File: config.mk
export PLATFORM = sky130hd
export DESIGN_NAME = ipv4_tcp_header_parser_flat
export DESIGN_NICKNAME = d
export VERILOG_FILES = /design/src/iptcp_pkg.sv /design/src/iptcp_ifs.sv /design/src/iptcp_res_fifo.sv /design/src/ipv4_tcp_header_parser.sv /design/src/flat_wrapper.sv
export SDC_FILE = /design/constraint.sdc
export NUM_CORES = 2
export LEC_CHECK = 0
export BUFFER_PORTS_ARGS = -buffer_cell sky130_fd_sc_hd__clkbuf_2
export CORE_UTILIZATION = 50
export CTS_BUF_LIST = sky130_fd_sc_hd__clkbuf_8 sky130_fd_sc_hd__clkbuf_16
export DETAILED_ROUTE_END_ITERATION = 10
export PLACE_DENSITY_LB_ADDON = 0.2
export RECOVER_POWER = 50
export SLEW_MARGIN = 30
export SYNTH_ARGS = -nofsm -noshare
export SYNTH_HDL_FRONTEND = slang
export SYNTH_SLANG_ARGS = --single-unit
File: constraint.sdc
create_clock -name i_clk -period 10.4 [get_ports i_clk]
set_input_delay 1.04 -clock i_clk [delete_from_list [all_inputs] [get_ports i_clk]]
set_output_delay 1.04 -clock i_clk [all_outputs]
set_load 0.05 [all_outputs]
File: src/iptcp_pkg.sv
`default_nettype none
package iptcp_pkg;

    localparam int unsigned MAX_PACKET_BYTES = 65535;
    localparam logic [15:0] POS_LIMIT = 16'(MAX_PACKET_BYTES);

    localparam logic [3:0]  IP_VERSION    = 4'd4;
    localparam logic [7:0]  PROTO_TCP     = 8'd6;
    localparam logic [6:0]  MIN_HDR_BYTES = 7'd20;
    localparam logic [15:0] MIN_PKT_BYTES = 16'd40;

    localparam logic [2:0] ST_OK        = 3'd0;
    localparam logic [2:0] ST_SHORT     = 3'd1;
    localparam logic [2:0] ST_NOT_IPV4  = 3'd2;
    localparam logic [2:0] ST_BAD_IPHDR = 3'd3;
    localparam logic [2:0] ST_BAD_TOTAL = 3'd4;
    localparam logic [2:0] ST_NOT_TCP   = 3'd5;
    localparam logic [2:0] ST_BAD_TCP   = 3'd6;

    localparam logic KIND_PAYLOAD = 1'b0;
    localparam logic KIND_SUMMARY = 1'b1;

    // result queue; depth must be a power of two, at least 2
    localparam int unsigned FIFO_DEPTH = 4;
    localparam int unsigned FIFO_AW    = $clog2(FIFO_DEPTH);
    localparam int unsigned FIFO_CW    = FIFO_AW + 1;

    typedef struct packed {
        logic        result_kind;
        logic [7:0]  payload_byte;
        logic [2:0]  status;
        logic [31:0] source_address;
        logic [31:0] destination_address;
        logic [15:0] src_port;
        logic [15:0] dst_port;
        logic [31:0] sequence_value;
        logic [31:0] acknowledgment_value;
        logic [5:0]  control_flags;
        logic [15:0] window_value;
        logic [15:0] payload_length;
    } t_result;

    typedef struct packed {
        logic first;
        logic second;
    } t_push;

endpackage
`default_nettype wire

File: src/iptcp_ifs.sv
`default_nettype none
interface iptcp_in_if;
    logic       valid;
    logic       ready;
    logic [7:0] data_byte;
    logic       last_byte;

    modport source (output valid, data_byte, last_byte, input ready);
    modport sink (input valid, data_byte, last_byte, output ready);
endinterface

interface iptcp_out_if;
    logic        valid;
    logic        ready;
    logic        result_kind;
    logic [7:0]  payload_byte;
    logic [2:0]  status;
    logic [31:0] source_address;
    logic [31:0] destination_address;
    logic [15:0] src_port;
    logic [15:0] dst_port;
    logic [31:0] sequence_value;
    logic [31:0] acknowledgment_value;
    logic [5:0]  control_flags;
    logic [15:0] window_value;
    logic [15:0] payload_length;

    modport source (
        output valid, result_kind, payload_byte, status, source_address,
               destination_address, src_port, dst_port, sequence_value,
               acknowledgment_value, control_flags, window_value, payload_length,
        input  ready
    );
    modport sink (
        input  valid, result_kind, payload_byte, status, source_address,
               destination_address, src_port, dst_port, sequence_value,
               acknowledgment_value, control_flags, window_value, payload_length,
        output ready
    );
endinterface
`default_nettype wire

File: src/iptcp_res_fifo.sv
`default_nettype none
module iptcp_res_fifo (
    input  wire logic              i_clk,
    input  wire logic              i_rst_n,
    input  wire iptcp_pkg::t_push  i_push,
    input  wire iptcp_pkg::t_result i_wr0,
    input  wire iptcp_pkg::t_result i_wr1,
    output logic                   o_room,
    iptcp_out_if.source            o_res
);

    iptcp_pkg::t_result r_mem [iptcp_pkg::FIFO_DEPTH];

    logic [iptcp_pkg::FIFO_AW-1:0] r_wr;
    logic [iptcp_pkg::FIFO_AW-1:0] r_rd;
    logic [iptcp_pkg::FIFO_CW-1:0] r_count;
    logic [iptcp_pkg::FIFO_CW-1:0] n_count;
    logic [iptcp_pkg::FIFO_CW-1:0] push_cnt;
    logic                          pop;
    iptcp_pkg::t_result            head;

    assign pop      = o_res.valid && o_res.ready;
    assign push_cnt = iptcp_pkg::FIFO_CW'(i_push.first) + iptcp_pkg::FIFO_CW'(i_push.second);
    assign n_count  = r_count + push_cnt - iptcp_pkg::FIFO_CW'(pop);
    assign o_room   = r_count <= iptcp_pkg::FIFO_CW'(iptcp_pkg::FIFO_DEPTH - 2);
    assign head     = r_mem[r_rd];

    always_ff @(posedge i_clk) begin
        if (i_push.first) begin
            r_mem[r_wr] <= i_wr0;
        end
        if (i_push.second) begin
            r_mem[r_wr + iptcp_pkg::FIFO_AW'(1)] <= i_wr1;
        end
    end

    always_ff @(posedge i_clk) begin
        if (!i_rst_n) begin
            r_wr    <= '0;
            r_rd    <= '0;
            r_count <= '0;
        end else begin
            r_wr    <= r_wr + push_cnt[iptcp_pkg::FIFO_AW-1:0];
            r_rd    <= r_rd + iptcp_pkg::FIFO_AW'(pop);
            r_count <= n_count;
        end
    end

    assign o_res.valid                = r_count != '0;
    assign o_res.result_kind          = head.result_kind;
    assign o_res.payload_byte         = head.payload_byte;
    assign o_res.status               = head.status;
    assign o_res.source_address       = head.source_address;
    assign o_res.destination_address  = head.destination_address;
    assign o_res.src_port             = head.src_port;
    assign o_res.dst_port             = head.dst_port;
    assign o_res.sequence_value       = head.sequence_value;
    assign o_res.acknowledgment_value = head.acknowledgment_value;
    assign o_res.control_flags        = head.control_flags;
    assign o_res.window_value         = head.window_value;
    assign o_res.payload_length       = head.payload_length;

    a_count_bound: assert property (@(posedge i_clk) disable iff (!i_rst_n)
        r_count <= iptcp_pkg::FIFO_CW'(iptcp_pkg::FIFO_DEPTH))
        else $error("result queue overflow");

    a_second_needs_first: assert property (@(posedge i_clk) disable iff (!i_rst_n)
        i_push.second |-> i_push.first)
        else $error("second push without first");

    a_push_fits: assert property (@(posedge i_clk) disable iff (!i_rst_n)
        i_push.first |-> o_room)
        else $error("push into full queue");

    a_ptr_track: assert property (@(posedge i_clk) disable iff (!i_rst_n)
        (r_count == '0) |-> (r_wr == r_rd))
        else $error("pointers disagree with empty count");

endmodule
`default_nettype wire

File: src/ipv4_tcp_header_parser.sv
// Channel  Dir  Handshake     Beat
// i_pkt    in   valid/ready   one packet byte, last_byte on the final one
// o_res    out  valid/ready   payload byte result or end-of-packet summary
//
// One byte is taken per cycle while the queue has room; header capture and
// checks finish in that cycle. Results are registered in a four-entry queue
// and leave at most one per cycle; a final byte that also carries payload
// adds two. i_pkt.ready drops while fewer than two queue entries are free.
// Synchronous active-low reset clears the parser and empties the queue.
`default_nettype none
module ipv4_tcp_header_parser (
    input  wire logic    i_clk,
    input  wire logic    i_rst_n,
    iptcp_in_if.sink     i_pkt,
    iptcp_out_if.source  o_res
);

    logic [15:0] r_pos,   n_pos;
    logic [3:0]  r_ihl,   n_ihl;
    logic [3:0]  r_ver,   n_ver;
    logic [15:0] r_total, n_total;
    logic [7:0]  r_proto, n_proto;
    logic [3:0]  r_tcpw,  n_tcpw;
    logic [63:0] r_addr,  n_addr;
    logic [31:0] r_ports, n_ports;
    logic [63:0] r_seq,   n_seq;
    logic [21:0] r_fw,    n_fw;

    logic              acc;
    logic              live;
    logic              pay_hit;
    logic [7:0]        b;
    logic [5:0]        tcp_off;
    logic [5:0]        tcp_len;
    logic [6:0]        tcp_end;
    logic [6:0]        ip_min;
    logic [15:0]       rel;
    logic [2:0]        st;
    logic              room;
    iptcp_pkg::t_push  push;
    iptcp_pkg::t_result pay_res;
    iptcp_pkg::t_result sum_res;

    assign b           = i_pkt.data_byte;
    assign i_pkt.ready = room;
    assign acc         = i_pkt.valid && room;
    assign live        = r_pos < iptcp_pkg::POS_LIMIT;

    always_comb begin
        n_pos   = r_pos;
        n_ihl   = r_ihl;
        n_ver   = r_ver;
        n_total = r_total;
        n_proto = r_proto;
        n_tcpw  = r_tcpw;
        n_addr  = r_addr;
        n_ports = r_ports;
        n_seq   = r_seq;
        n_fw    = r_fw;
        pay_hit = 1'b0;
        if (live && r_pos == 16'd0) begin
            n_ver = b[7:4];
            n_ihl = b[3:0];
        end
        tcp_off = {n_ihl, 2'b00};
        rel     = r_pos - {10'd0, tcp_off};
        if (live) begin
            if (r_pos == 16'd2 || r_pos == 16'd3) begin
                n_total = {r_total[7:0], b};
            end
            if (r_pos == 16'd9) begin
                n_proto = b;
            end
            if (r_pos >= 16'd12 && r_pos < 16'd20) begin
                n_addr = {r_addr[55:0], b};
            end
            if (r_pos >= {10'd0, tcp_off}) begin
                if (rel < 16'd4) begin
                    n_ports = {r_ports[23:0], b};
                end else if (rel < 16'd12) begin
                    n_seq = {r_seq[55:0], b};
                end else if (rel == 16'd12) begin
                    n_tcpw = b[7:4];
                end else if (rel == 16'd13) begin
                    n_fw[21:16] = b[5:0];
                end else if (rel < 16'd16) begin
                    n_fw[15:0] = {r_fw[7:0], b};
                end
            end
            n_pos = r_pos + 16'd1;
        end
        tcp_len = {n_tcpw, 2'b00};
        tcp_end = {1'b0, tcp_off} + {1'b0, tcp_len};
        if (live && r_pos >= 16'd3 && r_pos >= 16'({1'b0, tcp_off} + 7'd12)
                && r_pos >= {9'd0, tcp_end} && r_pos < n_total) begin
            pay_hit = 1'b1;
        end
    end

    always_comb begin
        ip_min = {1'b0, tcp_off} + iptcp_pkg::MIN_HDR_BYTES;
        if (n_pos < iptcp_pkg::MIN_PKT_BYTES) begin
            st = iptcp_pkg::ST_SHORT;
        end else if (n_ver != iptcp_pkg::IP_VERSION) begin
            st = iptcp_pkg::ST_NOT_IPV4;
        end else if ({1'b0, tcp_off} < iptcp_pkg::MIN_HDR_BYTES
                || n_pos < {9'd0, ip_min}) begin
            st = iptcp_pkg::ST_BAD_IPHDR;
        end else if (n_total < {9'd0, ip_min} || n_total > n_pos) begin
            st = iptcp_pkg::ST_BAD_TOTAL;
        end else if (n_proto != iptcp_pkg::PROTO_TCP) begin
            st = iptcp_pkg::ST_NOT_TCP;
        end else if ({1'b0, tcp_len} < iptcp_pkg::MIN_HDR_BYTES
                || {9'd0, tcp_end} > n_total) begin
            st = iptcp_pkg::ST_BAD_TCP;
        end else begin
            st = iptcp_pkg::ST_OK;
        end
    end

    always_comb begin
        pay_res              = '0;
        pay_res.result_kind  = iptcp_pkg::KIND_PAYLOAD;
        pay_res.payload_byte = b;

        sum_res             = '0;
        sum_res.result_kind = iptcp_pkg::KIND_SUMMARY;
        sum_res.status      = st;
        if (st == iptcp_pkg::ST_OK) begin
            sum_res.source_address       = n_addr[63:32];
            sum_res.destination_address  = n_addr[31:0];
            sum_res.src_port             = n_ports[31:16];
            sum_res.dst_port             = n_ports[15:0];
            sum_res.sequence_value       = n_seq[63:32];
            sum_res.acknowledgment_value = n_seq[31:0];
            sum_res.control_flags        = n_fw[21:16];
            sum_res.window_value         = n_fw[15:0];
            sum_res.payload_length       = n_total - {9'd0, tcp_end};
        end

        push.first  = acc && (pay_hit || i_pkt.last_byte);
        push.second = acc && pay_hit && i_pkt.last_byte;
    end

    always_ff @(posedge i_clk) begin
        if (!i_rst_n || (acc && i_pkt.last_byte)) begin
            r_pos   <= '0;
            r_ihl   <= '0;
            r_ver   <= '0;
            r_total <= '0;
            r_proto <= '0;
            r_tcpw  <= '0;
            r_addr  <= '0;
            r_ports <= '0;
            r_seq   <= '0;
            r_fw    <= '0;
        end else if (acc) begin
            r_pos   <= n_pos;
            r_ihl   <= n_ihl;
            r_ver   <= n_ver;
            r_total <= n_total;
            r_proto <= n_proto;
            r_tcpw  <= n_tcpw;
            r_addr  <= n_addr;
            r_ports <= n_ports;
            r_seq   <= n_seq;
            r_fw    <= n_fw;
        end
    end

    iptcp_res_fifo u_fifo (
        .i_clk   (i_clk),
        .i_rst_n (i_rst_n),
        .i_push  (push),
        .i_wr0   (pay_hit ? pay_res : sum_res),
        .i_wr1   (sum_res),
        .o_room  (room),
        .o_res   (o_res)
    );

    a_clear_on_last: assert property (@(posedge i_clk) disable iff (!i_rst_n)
        (acc && i_pkt.last_byte) |=> (r_pos == 16'd0 && r_tcpw == 4'd0))
        else $error("packet state not cleared after final byte");

    a_pos_advance: assert property (@(posedge i_clk) disable iff (!i_rst_n)
        (acc && !i_pkt.last_byte && live) |=> (r_pos == $past(r_pos) + 16'd1))
        else $error("byte position did not advance");

    a_pos_hold: assert property (@(posedge i_clk) disable iff (!i_rst_n)
        (!acc) |=> $stable(r_pos))
        else $error("byte position moved without a beat");

    a_no_payload_past_limit: assert property (@(posedge i_clk) disable iff (!i_rst_n)
        pay_hit |-> (live && r_pos < n_total))
        else $error("payload emitted outside packet window");

endmodule
`default_nettype wire

File: src/flat_wrapper.sv
// flat-port wrapper written by rule: the top's interface ports become plain ports
module ipv4_tcp_header_parser_flat 
  (i_clk, i_rst_n, i_pkt_valid, i_pkt_data_byte, i_pkt_last_byte, i_pkt_ready, o_res_valid, o_res_result_kind, o_res_payload_byte, o_res_status, o_res_source_address, o_res_destination_address, o_res_src_port, o_res_dst_port, o_res_sequence_value, o_res_acknowledgment_value, o_res_control_flags, o_res_window_value, o_res_payload_length, o_res_ready);
  iptcp_in_if i_pkt_i ();
  iptcp_out_if o_res_i ();
  input  wire logic i_clk;
  input  wire logic i_rst_n;
  input wire logic [$bits(i_pkt_i.valid)-1:0] i_pkt_valid;
  input wire logic [$bits(i_pkt_i.data_byte)-1:0] i_pkt_data_byte;
  input wire logic [$bits(i_pkt_i.last_byte)-1:0] i_pkt_last_byte;
  output wire logic [$bits(i_pkt_i.ready)-1:0] i_pkt_ready;
  output wire logic [$bits(o_res_i.valid)-1:0] o_res_valid;
  output wire logic [$bits(o_res_i.result_kind)-1:0] o_res_result_kind;
  output wire logic [$bits(o_res_i.payload_byte)-1:0] o_res_payload_byte;
  output wire logic [$bits(o_res_i.status)-1:0] o_res_status;
  output wire logic [$bits(o_res_i.source_address)-1:0] o_res_source_address;
  output wire logic [$bits(o_res_i.destination_address)-1:0] o_res_destination_address;
  output wire logic [$bits(o_res_i.src_port)-1:0] o_res_src_port;
  output wire logic [$bits(o_res_i.dst_port)-1:0] o_res_dst_port;
  output wire logic [$bits(o_res_i.sequence_value)-1:0] o_res_sequence_value;
  output wire logic [$bits(o_res_i.acknowledgment_value)-1:0] o_res_acknowledgment_value;
  output wire logic [$bits(o_res_i.control_flags)-1:0] o_res_control_flags;
  output wire logic [$bits(o_res_i.window_value)-1:0] o_res_window_value;
  output wire logic [$bits(o_res_i.payload_length)-1:0] o_res_payload_length;
  input wire logic [$bits(o_res_i.ready)-1:0] o_res_ready;
  assign i_pkt_i.valid = i_pkt_valid;
  assign i_pkt_i.data_byte = i_pkt_data_byte;
  assign i_pkt_i.last_byte = i_pkt_last_byte;
  assign i_pkt_ready = i_pkt_i.ready;
  assign o_res_valid = o_res_i.valid;
  assign o_res_result_kind = o_res_i.result_kind;
  assign o_res_payload_byte = o_res_i.payload_byte;
  assign o_res_status = o_res_i.status;
  assign o_res_source_address = o_res_i.source_address;
  assign o_res_destination_address = o_res_i.destination_address;
  assign o_res_src_port = o_res_i.src_port;
  assign o_res_dst_port = o_res_i.dst_port;
  assign o_res_sequence_value = o_res_i.sequence_value;
  assign o_res_acknowledgment_value = o_res_i.acknowledgment_value;
  assign o_res_control_flags = o_res_i.control_flags;
  assign o_res_window_value = o_res_i.window_value;
  assign o_res_payload_length = o_res_i.payload_length;
  assign o_res_i.ready = o_res_ready;
  ipv4_tcp_header_parser u_core (.i_clk(i_clk), .i_rst_n(i_rst_n), .i_pkt(i_pkt_i), .o_res(o_res_i));
endmodule
# Word level (Yosys, flattened, before mapping)

Memory sizes are Yosys's and may differ from the RTL's. A register that Yosys moved wholly into a read port is not among the register bits.
Cells that the tools add are included.

Register bits after elaboration: 241
Memories: 1
Input bits: 13
Output and inout port bits: 212
Bits in writable memories: 840

Memories:

| memory              | words | bits a word | read ports | clocked after Yosys merged registers in | write ports | RTL line             | source |
|---|---|---|---|---|---|---|---|
| u_core.u_fifo.r_mem | 4     | 210         | 1          | 1                                       | 2           | iptcp_res_fifo.sv:12 | `iptcp_pkg::t_result r_mem [iptcp_pkg::FIFO_DEPTH];` |

Reductions and logical operators: 22
Equality and inequality tests: 7
Magnitude comparators: 19
Add/subtract/negate cells: 12
Muxes and demuxes: 43

Operators by type and width:

| operator              | count |
|---|---|
| $mux 64               | 6 |
| $mux 210              | 1 |
| $mux 198              | 1 |
| $mux 22               | 5 |
| $mux 32               | 3 |
| $mux 16               | 5 |
| $eq 16x4->1 const B   | 3 |
| $eq 16x2->1 const B   | 2 |
| $lt 16x5->1 const B   | 2 |
| $lt 16x7->1           | 2 |
| $mux 4                | 7 |
| $mux 3                | 6 |
| $add 16x1->16 const B | 1 |
| $ge 16x16->1          | 1 |
| $ge 16x2->1 const B   | 1 |
| $ge 16x4->1 const B   | 1 |
| $ge 16x6->1           | 1 |
| $ge 16x7->1           | 1 |
| $gt 16x16->1          | 1 |
| $gt 7x16->1           | 1 |
| $logic_not 16->1      | 1 |
| $lt 16x16->1          | 1 |
| $lt 16x16->1 const B  | 1 |
| $lt 16x3->1 const B   | 1 |
| 26 further kinds      | 48 |

# Logic depth before layout (Yosys ltp)

Depth in word-level cells: 22
Gate-level depth with buffers: 44

# Modules after synthesis

Synthesis repeated with hierarchy kept, for this count alone.

Cells, all modules: 4251
Area, all modules: 57254.9 um2

By module, submodules not included:

| module                 | area each (um2) | cells an instance | times used | seq. area each (um2) |
|---|---|---|---|---|
| iptcp_res_fifo         | 40582.7         | 2074              | 1          | 25364.3 |
| ipv4_tcp_header_parser | 16672.2         | 2177              | 1          | 4684.5 |

# Worst setup path before layout

No wires, ideal clock.

Path kind: register to register
From: register u_core.r_pos[0]
To: memory u_core.u_fifo.r_mem[1][0] (netlist bit), enable pin
Arrival: 10.574 ns
Cell stages (with the launch flop): 33
Setup time: 0.553 ns
Slack: -0.728 ns
Path through: dfxtp_1 inv_1 ha_1 nor3b_1 and4_4 buf_6 mux2i_1 inv_1 ha_1 inv_1 ha_1 nor3_1 nor4b_1 o21ai_0 a21boi_0 nand2b_1 nor4_1 nand3_1 nand2_1 nand2_1 ha_1 ha_1 a21o_1 xnor2_1 ha_1 a21oi_1 nand2b_1 a211o_1 a21oi_1 or3_1 o41ai_1 nand3_1 inv_1

RTL lines:

| item                   | RTL line                      | source |
|---|---|---|
| from (decl)            | ipv4_tcp_header_parser.sv:18  | `logic [15:0] r_pos, n_pos;` |
| from (signal assigned) | ipv4_tcp_header_parser.sv:158 | `r_pos <= n_pos;` |
| to (decl)              | iptcp_res_fifo.sv:12          |  |

==> parameters.txt <==
Parameter                              Value

Logic synthesis
  Share of flip-flops with an asynchronous set or reset    0%
  Cell area after synthesis    50000 µm²
  Sequential element share of the synthesized area    around 60%
  Yosys warnings    0
  Post-Syn Area per Cell    12.1 µm²
  Number of distinct library cell variants in the gate-level netlist after synthesis    82
  Syn_nets    4219
  Synthesized instance count    4131
  Count of flip-flops with a built-in enable after synthesis    804
  Flip-flop and latch count after synthesis    1081
  Main synth FF type    edfxtp_1

Floorplanning
  X dimension of the die    318 µm
  Initial cell density of the core    50.7%
  Core region area    98700 µm²
  Number of placement rows    115
  Die extent in y    318 µm
  Die outline area    101000 µm²
  Count of boundary I/O pins    225

Place
  Post-detailed-placement half-perimeter wirelength    approximately 75000 µm
  GP Congestion    0.882
  Number of buffers inserted by port buffering    224
  Pre-CTS setup slack    1070 ps

Global routing
  Total gr overflow    0
  Maximum number of pins on one net before global-route repair    145
  Number of global-route vias before repair    approximately 33000
  First-pass GRT wire length    a little over 200000 µm
  Initial antenna violation count    2
  All-layer global routing usage    about a quarter

Run status
  Run status    finished, violations left
  Violated checks    max-capacitance violations, max-slew violations

Power and ir drop
  Internal power summed over all cells    7.98 mW
  PnR Total Power    between 10 and 15 mW
  Leakage    17.2 nW
  Logic gate share of total power    27.3%
  Sequential power share    39.5%
  Switching share of power    34.4%
  Clock power frac    between 30% and 40%
  Power density over cell area    roughly 220 nW/µm²
  Worst ir drop on vdd    197 µV
  Psw    roughly 4.2 mW

CTS
  TritonCTS clock tree    done
  Clk_lat worst skew    720 ps
  Hold bufs inserted after CTS    0
  Total CTS buffers    113
  H-tree depth    3
  Max Root-Sink Buffers    3
  # clock sinks    1081
  Root cell of the clock tree    clkbuf_16
  Reg clk slew, reported paths    60 ps
  Setup bufs post-CTS    0
  CTS resizes    0

Finish
  Fraction of final layout cells sized beyond drive strength 1    13.3%
  Synth-to-Final Area Change    10.9%
  N_diodes    0
  Finished Core Util    56.2%
  Final-stage net count    4287
  Fill cell instance count of the final layout    between 8000 and 9000

Routing
  Via Count    33800
  Routed WL    about 130000 µm
  TritonRoute pass-1 iters    5
  Via count normalized by instance count    slightly above 6
  DRC violations left    0
  Detailed router's first-iteration violation count    3291
  Antenna-violating nets left    0
  Average wire per cell in the routed design    23.9 µm

Critical path
  Worst Setup Start Kind    flop
  Critical path's slowest cell    o2bb2a_2
  Start-to-end type of the worst setup path    reg -> reg
  Top delay family on crit path    compound AO/OA/AOI/OAI gates
  Worst-case reg-to-reg path depth    29
  Largest stage delay on the critical path    1280 ps
  Critical path destination    u_core.u_fifo.r_mem[0][67]
  Worst Path Buf+Inv    4
  Worst R2R Start    u_core.r_pos[0]
  Required time at the worst-slack endpoint    10840 ps
  Crit. path cell count    29
  Terminus of the critical flop-to-flop path    u_core.u_fifo.r_mem[0][67]
  Reg2Reg Setup Slack    820 ps
  Crit-path most repeated cell    ha_1
  Worst setup path start    u_core.r_pos[0]
  CP arrival    between 10000 and 15000 ps
  Maximum fanout count along the critical path    50
  Critical Path Sink Type    flop

Run
  Count of max-cap constraint violations    14

STA
  Final-report hold violation count    0
  Setup repair after global routing missed its margin    no
  Post-route clock period utilization    92.1%
  F_max    approximately 100 MHz
  Tmin final    9580 ps
  Count of endpoints failing setup in the final report    0
  Final number of max-transition violations    829
  Setup ws final    824 ps
  Max-slew headroom    -181%
  Worst clock skew on the final layout    49.4 ps
  Actual transition at the worst max-transition pin    4210 ps
  Total negative slack    0 ps

Worst hold path
  HP Start    u_core.r_fw[21]
  Worst hold-check path type    reg -> reg
==> power by group through the flow <==
stage	sequential [mW]	clock, mW	combinational [mW]
2_1_floorplan	4.84	0	2.58
3_3_place_gp	4.91	0	3.37
3_5_place_dp	4.90	0	3.38
4_1_cts	4.81	4.09	3.39
5_1_grt	4.82	4.26	3.51
6_report	4.81	4.03	3.33
==> cell usage after synthesis (4+ instances only) <==
master | number | share of area [%]
nor2_1 | 442 | 3.3
or2_2 | 60 | 0.75
a31oi_1 | 11 | 0.14
a21o_1 | 66 | 0.99
xnor2_1 | 36 | 0.63
o21a_1 | 9 | 0.14
or2_1 | 48 | 0.60
nand2b_1 | 9 | 0.11
nor2b_1 | 13 | 0.16
nand2_1 | 538 | 4.0
clkbuf_1 | 226 | 1.7
mux2_2 | 4 | 0.090
dfxtp_1 | 277 | 11
inv_1 | 53 | 0.40
mux4_2 | 210 | 9.5
nor4_1 | 50 | 0.63
xor2_1 | 13 | 0.23
a2111oi_2 | 7 | 0.21
ha_1 | 73 | 1.8
buf_2 | 67 | 0.67
and2_1 | 18 | 0.23
nand4_1 | 23 | 0.29
edfxtp_1 | 804 | 48
a211oi_1 | 44 | 0.66
a21oi_1 | 210 | 2.1
mux2i_1 | 154 | 3.1
and3_1 | 6 | 0.075
nand3_1 | 36 | 0.36
o21ai_0 | 30 | 0.30
or3_1 | 9 | 0.11
buf_4 | 8 | 0.12
a22o_1 | 35 | 0.61
nor3_1 | 403 | 4.0
a2111oi_1 | 12 | 0.24
o2111ai_1 | 7 | 0.12
buf_1 | 26 | 0.20
buf_6 | 22 | 0.50
==> state kept, by name, indices dropped and copies added, names as in the netlist, 8 cells and up <==
register	count
u_core.r_addr	64
u_core.r_fw	22
u_core.r_ports	32
u_core.r_pos	16
u_core.r_proto	8
u_core.r_seq	64
u_core.r_total	16
u_core.u_fifo.r_mem	840
==> per-stage QoR <==
step | instances | hold WS [ps] | instance area, µm²
after floorplan | 4131 | 431 | 50000
after global placement | 5367 | 437 | 52100
after detailed placement | 5368 | 443 | 52100
after CTS | 5582 | 450 | 55800
after global routing | 5585 | 462 | 55400
final | 5585 | 449 | 55400
==> routing by layer <==
metal / vias up / track usage (%) / wire (µm)
met4: 2 / 5.67 / 2150
met1: 17200 / 37.8 / 59300
met3: 156 / 3.86 / 8130
li1: 15400 / - / -
met5: - / 0 / 13
met2: 1112 / 42.0 / 63800
==> logic make-up (layout without fill, tap and decap cells) <==
logic type               after synthesis  count (layout)  share of synthesized area, %
adder cells (fa/ha/maj)               75              75                          1.91
XOR/XNOR                              52              52                         0.956
AO/OA/AOI/OAI                        471             471                          6.29
buffers and inverters                403             570                          3.58
AND/OR/NAND/NOR                     1679            1679                          15.2
flip-flops                          1081            1081                          59.4
multiplexers                         370             370                          12.7
==> worst reg2reg max path: cells and delay by family (launching register included) <==
kind	cells	cell delay [ps]
AO/OA/AOI/OAI	7	2750
XOR/XNOR	1	290
adder cells (fa/ha/maj)	5	1310
buffers and inverters	4	980
flip-flops	1	380
multiplexers	3	1140
AND/OR/NAND/NOR	9	2500
==> how the worst min path moves through the flow <==
stage	to	slack (ps)	depth (start not counted)
finish	u_core.r_fw[21]	450	2
global route	u_core.r_fw[21]	460	2
CTS	u_core.r_fw[13]	450	2
detailed placement	u_core.r_fw[21]	440	2
global placement	u_core.r_fw[15]	440	2
floorplan	u_core.r_fw[10]	430	2
==> final cells by class <==
cell class / instances / area [µm²] / area share [%]
tap: 1287 / 1610 / 2.90
sequential: 1081 / 29700 / 53.6
clock buffer: 129 / 3090 / 5.58
multi-input combinational: 2647 / 18600 / 33.5
clock inverter: 85 / 637 / 1.15
inverter: 54 / 210 / 0.379
timing repair buffer: 302 / 1640 / 2.97
==> cell usage in the layout, fill, tap and decap left out, types with 48 or more instances in the layout <==
cell type / count
a21oi_1: 210
or2_2: 60
nor2_1: 439
clkbuf_1: 219
inv_1: 76
nand2_1: 532
nor4_1: 51
a21o_1: 66
clkbuf_16: 117
nor3_1: 404
dfxtp_1: 276
mux4_2: 210
edfxtp_1: 804
or2_1: 48
ha_1: 73
mux2i_1: 154
(Power assumes the default switching activity.)
